`config.mk`:
```
export PLATFORM = sky130hd
export DESIGN_NAME = ple_cell
export DESIGN_NICKNAME = d
export VERILOG_FILES = /design/src/hw/rtl/positional_list_engine_macros.svh /design/src/hw/rtl/ple_pkg.sv /design/src/hw/rtl/ple_cell.sv
export SDC_FILE = /design/constraint.sdc
export NUM_CORES = 1
export LEC_CHECK = 0
export ABC_AREA = 1
export CAP_MARGIN = 10
export CORE_MARGIN = 4
export CORE_UTILIZATION = 45
export CTS_BUF_LIST = sky130_fd_sc_hd__clkbuf_8 sky130_fd_sc_hd__clkbuf_16
export DETAILED_ROUTE_END_ITERATION = 12
export DONT_BUFFER_PORTS = 1
export RECOVER_POWER = 25
export SLEW_MARGIN = 15
export SYNTH_ARGS = -nofsm -noshare
export SYNTH_HDL_FRONTEND = slang
export SYNTH_SLANG_ARGS = --single-unit
```
`constraint.sdc`:
```
create_clock -name clk -period 3.5 [get_ports clk]
set_input_delay 0.525 -clock clk [delete_from_list [all_inputs] [get_ports clk]]
set_output_delay 0.525 -clock clk [all_outputs]
set_load 0.01 [all_outputs]
```
`src/hw/rtl/positional_list_engine_macros.svh`:
```
// ----------------------------------------------------------------------------
// Assertion macros for the positional list engine
// Concurrent checks that compile away when SYNTHESIS is defined.
// ----------------------------------------------------------------------------
`ifndef POSITIONAL_LIST_ENGINE_MACROS_SVH
`define POSITIONAL_LIST_ENGINE_MACROS_SVH
`ifndef SYNTHESIS
// Same-cycle implication, disabled during reset.
`define PLE_ASSERT_IMP(lbl, clk, rst_n, ante, cons) \
  lbl: assert property (@(posedge clk) disable iff (!rst_n) (ante) |-> (cons)) \
    else $error("positional_list_engine: same-cycle check failed");
// Next-cycle implication, disabled during reset.
`define PLE_ASSERT_NXT(lbl, clk, rst_n, ante, cons) \
  lbl: assert property (@(posedge clk) disable iff (!rst_n) (ante) |=> (cons)) \
    else $error("positional_list_engine: next-cycle check failed");
`else
`define PLE_ASSERT_IMP(lbl, clk, rst_n, ante, cons)
`define PLE_ASSERT_NXT(lbl, clk, rst_n, ante, cons)
`endif
`endif

```
`src/hw/rtl/ple_pkg.sv`:
```
// ----------------------------------------------------------------------------
// Positional list engine package
// Sizes, operation and status codes, and the command broadcast to the cells.
// ----------------------------------------------------------------------------
package ple_pkg;

  localparam int CAPACITY = 64;
  localparam int IDX_W    = (CAPACITY > 1) ? $clog2(CAPACITY) : 1;
  localparam int CNT_W    = $clog2(CAPACITY + 1);
  localparam int CMP_W    = (CNT_W > 7) ? CNT_W : 7;
  localparam int WORD_W   = 32;
  localparam int OP_W     = 3;
  localparam int POS_W    = 8;
  localparam int ST_W     = 2;
  localparam int LEN_W    = 7;
  localparam int GROUP    = 8;
  localparam int NGROUP   = (CAPACITY + GROUP - 1) / GROUP;

  localparam logic [OP_W-1:0] OP_READ   = 3'd0;
  localparam logic [OP_W-1:0] OP_HEAD   = 3'd1;
  localparam logic [OP_W-1:0] OP_TAIL   = 3'd2;
  localparam logic [OP_W-1:0] OP_AT     = 3'd3;
  localparam logic [OP_W-1:0] OP_DELETE = 3'd4;

  localparam logic [ST_W-1:0] ST_DONE  = 2'd0;
  localparam logic [ST_W-1:0] ST_RANGE = 2'd1;
  localparam logic [ST_W-1:0] ST_FULL  = 2'd2;

  localparam logic [1:0] CK_HOLD = 2'd0;
  localparam logic [1:0] CK_INS  = 2'd1;
  localparam logic [1:0] CK_DEL  = 2'd2;

  typedef struct packed {
    logic [1:0]        kind;
    logic [IDX_W-1:0]  idx;
    logic [WORD_W-1:0] word;
    logic              rd_en;
  } cell_cmd_t;

endpackage

```
`src/hw/rtl/ple_cell.sv`:
```
// ----------------------------------------------------------------------------
// Positional list engine cell
// Holds one list entry and shifts it to or from its neighbors on command.
// ----------------------------------------------------------------------------
module ple_cell (
  input  logic                          clk,
  input  logic [ple_pkg::IDX_W-1:0]     cell_idx,
  input  ple_pkg::cell_cmd_t            cmd,
  input  logic [ple_pkg::WORD_W-1:0]    left_val,
  input  logic [ple_pkg::WORD_W-1:0]    right_val,
  output logic [ple_pkg::WORD_W-1:0]    entry_val,
  output logic [ple_pkg::WORD_W-1:0]    rd_part
);
  import ple_pkg::*;

  logic [WORD_W-1:0] entry_r;
  logic [WORD_W-1:0] entry_nxt;

  always_comb begin
    entry_nxt = entry_r;
    case (cmd.kind)
      CK_INS: begin
        if (cell_idx > cmd.idx) begin
          entry_nxt = left_val;
        end else if (cell_idx == cmd.idx) begin
          entry_nxt = cmd.word;
        end
      end
      CK_DEL: begin
        if (cell_idx >= cmd.idx) begin
          entry_nxt = right_val;
        end
      end
      default: entry_nxt = entry_r;
    endcase
  end

  always_ff @(posedge clk) begin
    entry_r <= entry_nxt;
  end

  assign entry_val = entry_r;
  assign rd_part   = (cmd.rd_en && (cell_idx == cmd.idx)) ? entry_r : '0;

endmodule

```
# Word-level counts from Yosys, hierarchy flattened
# Index checks and enable logic that the tools add are counted.
[word_totals]
reg_bits = 32
latchBits = 0
ram_bits = 0
romBits = 0
in_bits = 112
output_inout_bits = 64
elab_cells = 16
mem_count = 0
[classes]
add_sub_neg = 0
mul = 0
div_mod_pow = 0
n_lt_le_gt_ge = 2
eq_ne = 5
shifts = 0
mux = 5
n_bitwise = 0
reduce_logical = 3
[op_table]
columns = ["op", "n"]
rows = [
  ["32-bit two-way mux", 4],
  ["32-bit one-hot mux with 2 select lines", 1],
  ["6-bit equality test", 1],
  ["6-bit >= comparator", 1],
  ["6-bit > comparator", 1],
  ["3-bit inequality test, second input constant", 1],
  ["3-bit AND reduction", 1],
  ["2-bit by 1-bit equality test with 1-bit output, second input constant", 1],
  ["2-bit equality test, second input constant", 1],
  ["2-bit inequality test, second input constant", 1],
  ["2-bit nonzero test", 1],
  ["1-bit logical AND", 1],
]

# Depth between registers and ports, before layout
# Gate-level depths: netlist of the first run.
[depth]
ltp_word = 4
ltp_mapped = 12
depth_no_buf = 11

# Worst setup path after synthesis of the first run
# No wires, ideal clock.
[synth_timing]
kind = "input port to flip-flop"
start = "in cmd[38] in the netlist's numbering"
end = "reg entry_r[0] (netlist: entry_val[0]), enable pin"
setup_time_ns = 0.421
arrival_ns = 2.853
required_time_ns = 3.079
slack_ns = 0.226
path_stages = 9
n_path_buf = 1
cell_sequence = "inv_1 > ha_1 > nand2_1 > nor2_4 > nand3_2 > buf_2 > o21ai_0 > nor2_1 > nor2_1"
[synth_via]
elab_chain_len = 3
word_cells_on_any_way = 6
classes_between = "order compare: 2; eq/ne: 3; reduce/logical: 1"
[synth_lines]
columns = ["element", "line_no", "source"]
rows = [
  ["start, declared", "ple_cell.sv:8", "input ple_pkg::cell_cmd_t cmd,"],
  ["6-bit > comparator (tied with other cells)", "ple_cell.sv:23", "if (cell_idx > cmd.idx) begin"],
  ["3-bit inequality test (no source line) or 2-bit inequality test (tied branches)", "-", ""],
  ["3-bit AND reduction (no source line) (*)", "-", ""],
  ["end signal, assigned", "ple_cell.sv:39", "entry_r <= entry_nxt;"],
  ["end, declared", "ple_cell.sv:16", "logic [WORD_W-1:0] entry_r;"],
]
# Every way passes the cells marked *; elsewhere a longest branch is shown, timed or not.
# A chain may end at the register's enable or synchronous reset.

# Worst setup path in the final report of the first run
[layout_timing]
start = "in cmd[38] in the netlist's numbering"
end = "reg entry_r[14] (netlist: entry_val[14]) (data pin)"
[layout_via]
elab_chain_len = 3
[layout_lines]
columns = ["element", "line_no", "source"]
rows = [
  ["6-bit > comparator", "ple_cell.sv:23", ""],
  ["32-bit two-way mux", "ple_cell.sv:23", ""],
  ["32-bit one-hot mux with 2 select lines", "ple_cell.sv:21", "case (cmd.kind)"],
  ["net entry_nxt[14]", "ple_cell.sv:17", "logic [WORD_W-1:0] entry_nxt;"],
]
# The timed path passes the listed nets, and every way through them passes these cells.

==> results.md, run 1 <==
* Outcome: finished, final reports clean
* LEAKAGE at 1.62 nW
* Maximum clock rate at 0.433 GHz
* Vias at 2235
* Die Y at 82.1 um
* VDD IR-drop max at 165 uV
* Pwr Total at 1.17 mW
* Nets@finish at 504
* RSZ-0062 raised after global routing: no
* Synthesis warning total at 0
* Met1 usage at 21.7%
* Critical Path AT at 2.34 ns
* Slew Viols, Final at 0
* Average size of a mapped cell at 6.56 sq um
* CTS sink cnt at 32
* Max-cap violation count at 0
* Clk root buf: clkbuf_8
* Initial antenna violation count at 0
* Area grow syn2layout at 10.3%
* Total track usage at 18.8%
* Layout cells sized above 1 at 8.05%
* Vias per cell at 4.91
* CTS tree: done
* # diodes at 0
* Crit Path Max Fanout at 34
* Cts hold-fix bufs at 0
* Worst-Margin Slew at 0.981 ns
* Setup Buffers After CTS at 0
* Die span in x at 82.1 um
* First-pass GRT wire length at 9620 um
* Sum Neg Setup Slack at 0 ns
* Post-Syn Nets at 497
* CP endpoint kind: flip-flop
* Met3 GRT Util at 5.42%
* Mapped cell area at 2470 sq um
* CP Launch Type: input pin
* Initial core utilization at 47.5%
* Final Cycle Share at 65.9%
* GPL Wtd Cong at 0.737
* Vias in the first global route at 2136
* Clk buf depth at 2
* Sequential fraction of the synthesis area at 38.8%
* H-tree levels at 2
* Post-Syn Instances at 377
* Post-DP HPWL at 5140 um
* Unique masters post-synth at 17
* Post-DRT Antenna Nets at 0
* Final setup violation count at 0
* Post-Route WL at 6600 um
* Grt ovf at 0
* CTS resizes at 0
* Seq cells post-synth at 32
* Largest net degree at the start of global routing at 35
* Clk pin slew, worst setup/hold paths at 0.06 ns
* Drt drc at 0
* Worst hold-check path type: input pin to flip-flop
* Count of input and output buffers at 0
* DRC marker count from the first detailed-route iteration at 94
* Hold Vio Cnt, Final at 0
* Crit path required time at 3.53 ns
* Total CTS buffers at 5
* CORE AREA at 5200 sq um
* Pwr/cell area at 429 nW/um^2
* Routed WL per cell at 14.5 um
* Slew HR at 34.5%
* Max FFs per register at 32
* DIE AREA at 6750 sq um
* Fin crit period at 2.31 ns
* Iteration count of the initial detailed-routing pass at 4
* CP Class: input pin to flip-flop
* Core Rows at 26
* Met2 global-route usage at 34.0%
* Top Usage Layer GRT: met2
* I/O pin cnt at 176
[worst max-delay path: stages]
cell and delay [ns]:
inv_1 0.02, ha_1 0.28, nand2_1 0.13, inv_1 0.05
nand2_1 0.10, nand3_4 0.33, nand2_2 0.60, nand2_1 0.12
nand3_1 0.10, nand2_1 0.07
[power by group]
group	internal, mW	switching, mW	leakage (nW)	total (mW)
clock network	0.207	0.132	0.0532	0.339
registers	0.519	0.0840	0.306	0.603
logic	0.0774	0.150	1.26	0.228
total	0.804	0.366	1.62	1.17
[layer usage]
layer | part of all wire (%) | vias up
met3 | 10 | 7
met1 | 38 | 985
met4 | 0.77 | 0
met5 | 0 | -
li1 | - | 1130
met2 | 51 | 113
[layout make-up]
cell class	count	area [sq um]
repair buffers	19	155
clock inverters	3	37.5
flip-flops and latches	32	961
fillers	541	2480
well taps	70	87.6
inverters	109	409
clock buffers	5	68.8
multi-input cells	217	1010
[path summary, 6_finish.rpt]
kind | slack, ns | cells past startpoint | from | end
max | 1.19 | 10 | cmd[38] | entry_val[14]
min | 0.43 | 2 | right_val[22] | entry_val[22]
[synth_stat cells]
library cell  number  share of area (%)
nand2_1          103                 16
inv_1            109                 17
nor2_4             1               0.46
buf_6              3                1.4
nand3_1           64                 13
ha_1               8                4.0
a21oi_1            1               0.20
o21ai_0            1               0.20
nand2_2            2               0.51
clkbuf_1           7                1.1
edfxtp_1          32                 39
buf_1              3               0.46
nand3_4            1               0.71
nand3_2            1               0.40
nand4_1            1               0.25
buf_2              6                1.2
nor2_1            34                5.2
[per-stage QoR]
stage / std cells / setup slack, ns / hold WS, ns / cell area [sq um] / util, %
6_report: 455 / 1.19 / 0.435 / 2730 / 52.4
3_3_place_gp: 447 / 0.900 / 0.714 / 2620 / 50.4
2_1_floorplan: 377 / 0.226 / 0.707 / 2470 / -
3_5_place_dp: 447 / 0.881 / 0.717 / 2620 / 50.4
5_1_grt: 455 / 0.991 / 0.419 / 2730 / 52.4
4_1_cts: 455 / 1.17 / 0.424 / 2730 / 52.4
[placed cells by master, fill, tap and decap left out]
cell type  count
nand2_1      103
clkinv_1       2
clkbuf_8       5
nand3_4        1
nor2_1        33
nand3_1       64
buf_12         1
nand4_1        1
edfxtp_1      32
a21oi_1        1
buf_4         18
nand2_2        2
bufinv_16      1
inv_1        109
ha_1           8
o21ai_0        1
nand3_2        1
nor2_4         2
[cell families (layout without fill, tap and decap cells)]
kind of cell | after synthesis | in the layout | synth area share [%]
AOI/OAI and AO/OA | 2 | 2 | 0.404
buffers and inverters | 128 | 136 | 20.6
adders and majority gates | 8 | 8 | 4.05
DFF | 32 | 32 | 38.8
and+or+nand+nor | 207 | 207 | 36.1
No activity file was read; power rests on OpenSTA's default activity.
==> run 2: changes to the inputs <==
==> constraint.sdc (replaced) <==
create_clock -name clk -period 1.9 [get_ports clk]
set_input_delay 0.285 -clock clk [delete_from_list [all_inputs] [get_ports clk]]
set_output_delay 0.285 -clock clk [all_outputs]
set_load 0.01 [all_outputs]
==> results.md, run 2 (same netlist as run 1, synthesis figures left out) <==
* Clk pin slew, worst setup/hold paths at 0.07 ns
* CTS tree: done
* Filler cells at 519
* Commonest non-fill, non-tap cell in the layout: inv_1
* Internal Power at 1.53 mW
* DRC marker count from the first detailed-route iteration at 86
* H-tree levels at 2
* Grt ovf at 0
* Setup Buffers After CTS at 0
* Drt drc at 0
* Die span in x at 82.1 um
* Final setup violation count at 0
* CP endpoint: rd_part[15]
* Comb power frac at 22.1%
* Maximum clock rate at 0.610 GHz
* Area grow syn2layout at 23.1%
* Post-route cell area at 3040 sq um
* GPL Wtd Cong at 0.826
* CTS sink cnt at 32
* FF+latch area at 961 sq um
* Outcome: finished, final reports clean
* Fin crit period at 1.64 ns
* LEAKAGE at 1.78 nW
* Routed WL per cell at 14.0 um
* Critical Path AT at 1.35 ns
* Pwr/cell area at 731 nW/um^2
* Clock share of power at 27.9%
* Sum Neg Setup Slack at 0 ns
* Crit path required time at 1.62 ns
* Layout cells sized above 1 at 16.5%
* RSZ-0062 raised after global routing: no
* Largest net degree at the start of global routing at 24
* CORE AREA at 5200 sq um
* # diodes at 0
* CP Class: input pin to primary output
* Vias in the first global route at 2270
* Max-cap violation count at 0
* Sequential share of power at 50.0%
* Cts hold-fix bufs at 0
* Clk root buf: clkbuf_8
* VDD IR-drop max at 398 uV
* Total CTS buffers at 5
* Worst hold-check path type: input pin to flip-flop
* Final Cycle Share at 86.3%
* Post-Route WL at 6740 um
* Most frequent cells in the layout: inv_1, nand2_1, nand3_1
* Switch share at 31.0%
* Core Rows at 26
* Final core occ at 58.5%
* Initial antenna violation count at 0
* Max FFs per register at 32
* Worst setup margin at 0.261 ns
* Total track usage at 20.1%
* CTS resizes at 0
* Vias at 2305
* Nets@finish at 531
* Die Y at 82.1 um
* Post-DP HPWL at 5430 um
* Slew HR at 82.4%
* Count of input and output buffers at 0
* Crit Path Max Fanout at 18
* Post-DRT Antenna Nets at 0
* Slew Viols, Final at 0
* Vias per cell at 4.78
* Placed instance area at 2940 sq um
* Pre-CTS WS at 0.191 ns
* Hold Vio Cnt, Final at 0
* Psw at 0.689 mW
* Footprint of the multi-input gates at 1080 sq um
* CP Launch Type: input pin
* Clk buf depth at 2
* Worst-Margin Slew at 0.264 ns
* DIE AREA at 6750 sq um
* Hold_ws at 0.194 ns
* I/O pin cnt at 176
* Initial core utilization at 47.5%
* First-pass GRT wire length at 10300 um
* Critical path origin: cmd[36]
* CP endpoint kind: primary output
* Iteration count of the initial detailed-routing pass at 4
-- run 2: critical path, cell delays in order --
cell and delay (ns):
inv_12 0.01, ha_4 0.26, nand2_4 0.05, nor2_4 0.15, nand4_1 0.13, buf_4 0.23
nor2_1 0.11, buf_4 0.13
-- run 2: worst min path at each step --
stage / startpoint / cells past startpoint / end / slack [ns]
after global placement: right_val[11] / 2 / entry_val[11] / 0.47
after CTS: right_val[13] / 2 / entry_val[13] / 0.18
after global routing: right_val[3] / 2 / entry_val[3] / 0.18
after detailed placement: right_val[3] / 2 / entry_val[3] / 0.48
after floorplan: right_val[30] / 2 / entry_val[30] / 0.47
final: right_val[4] / 2 / entry_val[4] / 0.19
-- run 2: layer usage --
| metal | global-route usage [%] | up-vias | wire length (um) |
|---|---|---|---|
| met5 | 0 | - | 0 |
| met4 | 5.32 | 0 | 76 |
| met3 | 5.97 | 6 | 661 |
| met2 | 36.2 | 115 | 3470 |
| met1 | 23.0 | 1001 | 2540 |
| li1 | - | 1183 | - |
-- run 2: final cells by class --
class	count	share of cell area [%]
clock buffers	5	2.26
clock inverters	3	1.23
inverters	109	13.9
multi-input cells	217	35.6
flip-flops and latches	32	31.6
well taps	70	2.88
repair buffers	46	12.6
-- run 2: power by group through the flow --
stage	clock (mW)	combinational (mW)	sequential (mW)
finish	0.620	0.492	1.11
global route	0.679	0.576	1.13
CTS	0.632	0.500	1.12
detailed placement	0	0.498	1.13
global placement	0	0.486	1.13
floorplan	0	0.381	1.09
-- run 2: metrics by stage --
step	total power [mW]	cells
6_report	2.22	482
5_1_grt	2.38	482
4_1_cts	2.25	482
3_5_place_dp	1.63	474
3_3_place_gp	1.61	474
2_1_floorplan	1.47	377
==> run 3: changes to the inputs <==
--- a/config.mk
+++ b/config.mk
@@ -5,7 +5,6 @@
 export SDC_FILE = /design/constraint.sdc
 export NUM_CORES = 1
 export LEC_CHECK = 0
-export ABC_AREA = 1
 export CAP_MARGIN = 10
 export CORE_MARGIN = 4
 export CORE_UTILIZATION = 45
==> results.md, run 3 <==
* Final Cycle Share at 92.7%
* CP endpoint kind: primary output
* Pwr/cell area at 655 nW/um^2
* Routed WL per cell at 20.6 um
* Worst-Margin Slew at 0.431 ns
* Unique masters post-synth at 22
* Post-DRT Antenna Nets at 0
* Post-Syn Instances at 327
* Synthesis warning total at 0
* CTS tree: done
* Psw at 0.658 mW
* Crit path required time at 1.62 ns
* Largest area contributor in the netlist: edfxtp_1
* Largest net degree at the start of global routing at 50
* Vias in the first global route at 2258
* Synth area leaders: edfxtp_1, a311o_1, a22oi_1, nor2b_1, and3_1
* Total CTS buffers at 5
* Drt drc at 0
* Maximum clock rate at 0.567 GHz
* DIE AREA at 7890 sq um
* LEAKAGE at 1.23 nW
* Filler cells at 607
* Clock share of power at 22.7%
* Hold Vio Cnt, Final at 0
* Max FFs per register at 32
* Clk buf depth at 2
* Worst hold-check path type: input pin to flip-flop
* Total track usage at 18.4%
* Top FF cell, synth: edfxtp_1
* Final core occ at 50.4%
* VDD IR-drop max at 346 uV
* Setup Buffers After CTS at 0
* CORE AREA at 6350 sq um
* Final setup violation count at 0
* Initial core utilization at 46.3%
* H-tree levels at 2
* # diodes at 0
* Die Y at 88.8 um
* RSZ-0062 raised after global routing: no
* EDFF count, synth at 32
* Hold_ws at 0.250 ns
* Ys async rst share at 0%
* Comb power frac at 24.5%
* Fin crit period at 1.76 ns
* Worst Min Path Start: right_val[15]
* CTS resizes at 0
* Post-DP HPWL at 5490 um
* Nets@finish at 423
* First-pass GRT wire length at 11400 um
* Iteration count of the initial detailed-routing pass at 5
* Vias per cell at 6.75
* Clk pin slew, worst setup/hold paths at 0.07 ns
* Outcome: finished, final reports clean
* Internal Power at 1.44 mW
* CP Launch Type: input pin
* Max-cap violation count at 0
* Commonest non-fill, non-tap cell in the layout: nor2b_1
* Sequential fraction of the synthesis area at 32.7%
* Slew Viols, Final at 0
* Average size of a mapped cell at 8.98 sq um
* Mapped cell area at 2940 sq um
* Count of input and output buffers at 0
* Initial antenna violation count at 0
* Cts hold-fix bufs at 0
* Commonest cells post-synth: nand3_1, nor2b_1
* Layout cells sized above 1 at 11.9%
* Grt ovf at 0
* Post-Route WL at 7840 um
* CTS sink cnt at 32
* DRC marker count from the first detailed-route iteration at 133
* Seq cells post-synth at 32
* Vias at 2566
* Post-Syn Nets at 447
* Crit-path cells: inv_4 > ha_4 > and4_4 > and3_4 > buf_12 > and3_1
* CP Class: input pin to primary output
* I/O pin cnt at 176
* GPL Wtd Cong at 0.741
* Clk root buf: clkbuf_8
* Sequential share of power at 52.8%
* Area grow syn2layout at 8.94%
* CP max stage cell: ha_4
* Synth top area share at 32.7%
* Switch share at 31.3%
* Post-route cell area at 3200 sq um
* CP delay by family, top: simple AND/OR/NAND/NOR gates
* Die span in x at 88.8 um
* Placed instance area at 3120 sq um
* Slew HR at 71.3%
* Critical path origin: cmd[37]
* Worst Path Buf+Inv at 2
* Core Rows at 29
* Critical Path AT at 1.48 ns
* Crit Path Max Fanout at 48
* Largest stage delay, worst path at 0.25 ns
run 3: layer usage:
layer	vias up	part of all wire, %	track usage (%)
li1	1224	-	-
met1	1216	42	24.2
met2	124	49	29.8
met3	2	8.3	5.49
met4	0	0.52	4.12
met5	-	0	0
run 3: logic make-up after synthesis:
kind of cell,Yosys count,share of synthesized area [%]
adders and majority gates,8,3.41
AOI/OAI and AO/OA,68,20.1
buffers and inverters,53,9.67
DFF,32,32.7
and+or+nand+nor,166,34.1
run 3: through the flow:
stage	power [mW]	setup WS (ns)	TNS [ns]	cells
6_report	2.10	0.138	0	380
5_1_grt	2.23	0.0812	0	380
4_1_cts	2.12	0.148	0	380
3_5_place_dp	1.64	0.0629	0	373
3_3_place_gp	1.63	0.0671	0	373
2_1_floorplan	1.48	-0.418	-13.38	327
run 3: worst paths after layout:
| kind | to | slack (ns) | depth (start not counted) |
|---|---|---|---|
| setup / recovery | rd_part[19] | 0.14 | 6 |
| hold / removal | entry_val[15] | 0.25 | 2 |
run 3: power by group through the flow:
stage / Sequential (mW) / Clock [mW] / Combinational (mW)
floorplan: 1.09 / 0 / 0.395
global placement: 1.13 / 0 / 0.508
detailed placement: 1.12 / 0 / 0.517
CTS: 1.11 / 0.496 / 0.518
global route: 1.12 / 0.530 / 0.574
finish: 1.11 / 0.476 / 0.514
run 3: area by class of cell:
cell class,count,area (sq um),area share (%)
clock inverter,2,8.76,0.274
sequential,32,961,30.0
inverter,8,52.6,1.64
tap,77,96.3,3.01
multi-input combinational,242,1800,56.1
timing repair buffer,14,218,6.80
clock buffer,5,68.8,2.15
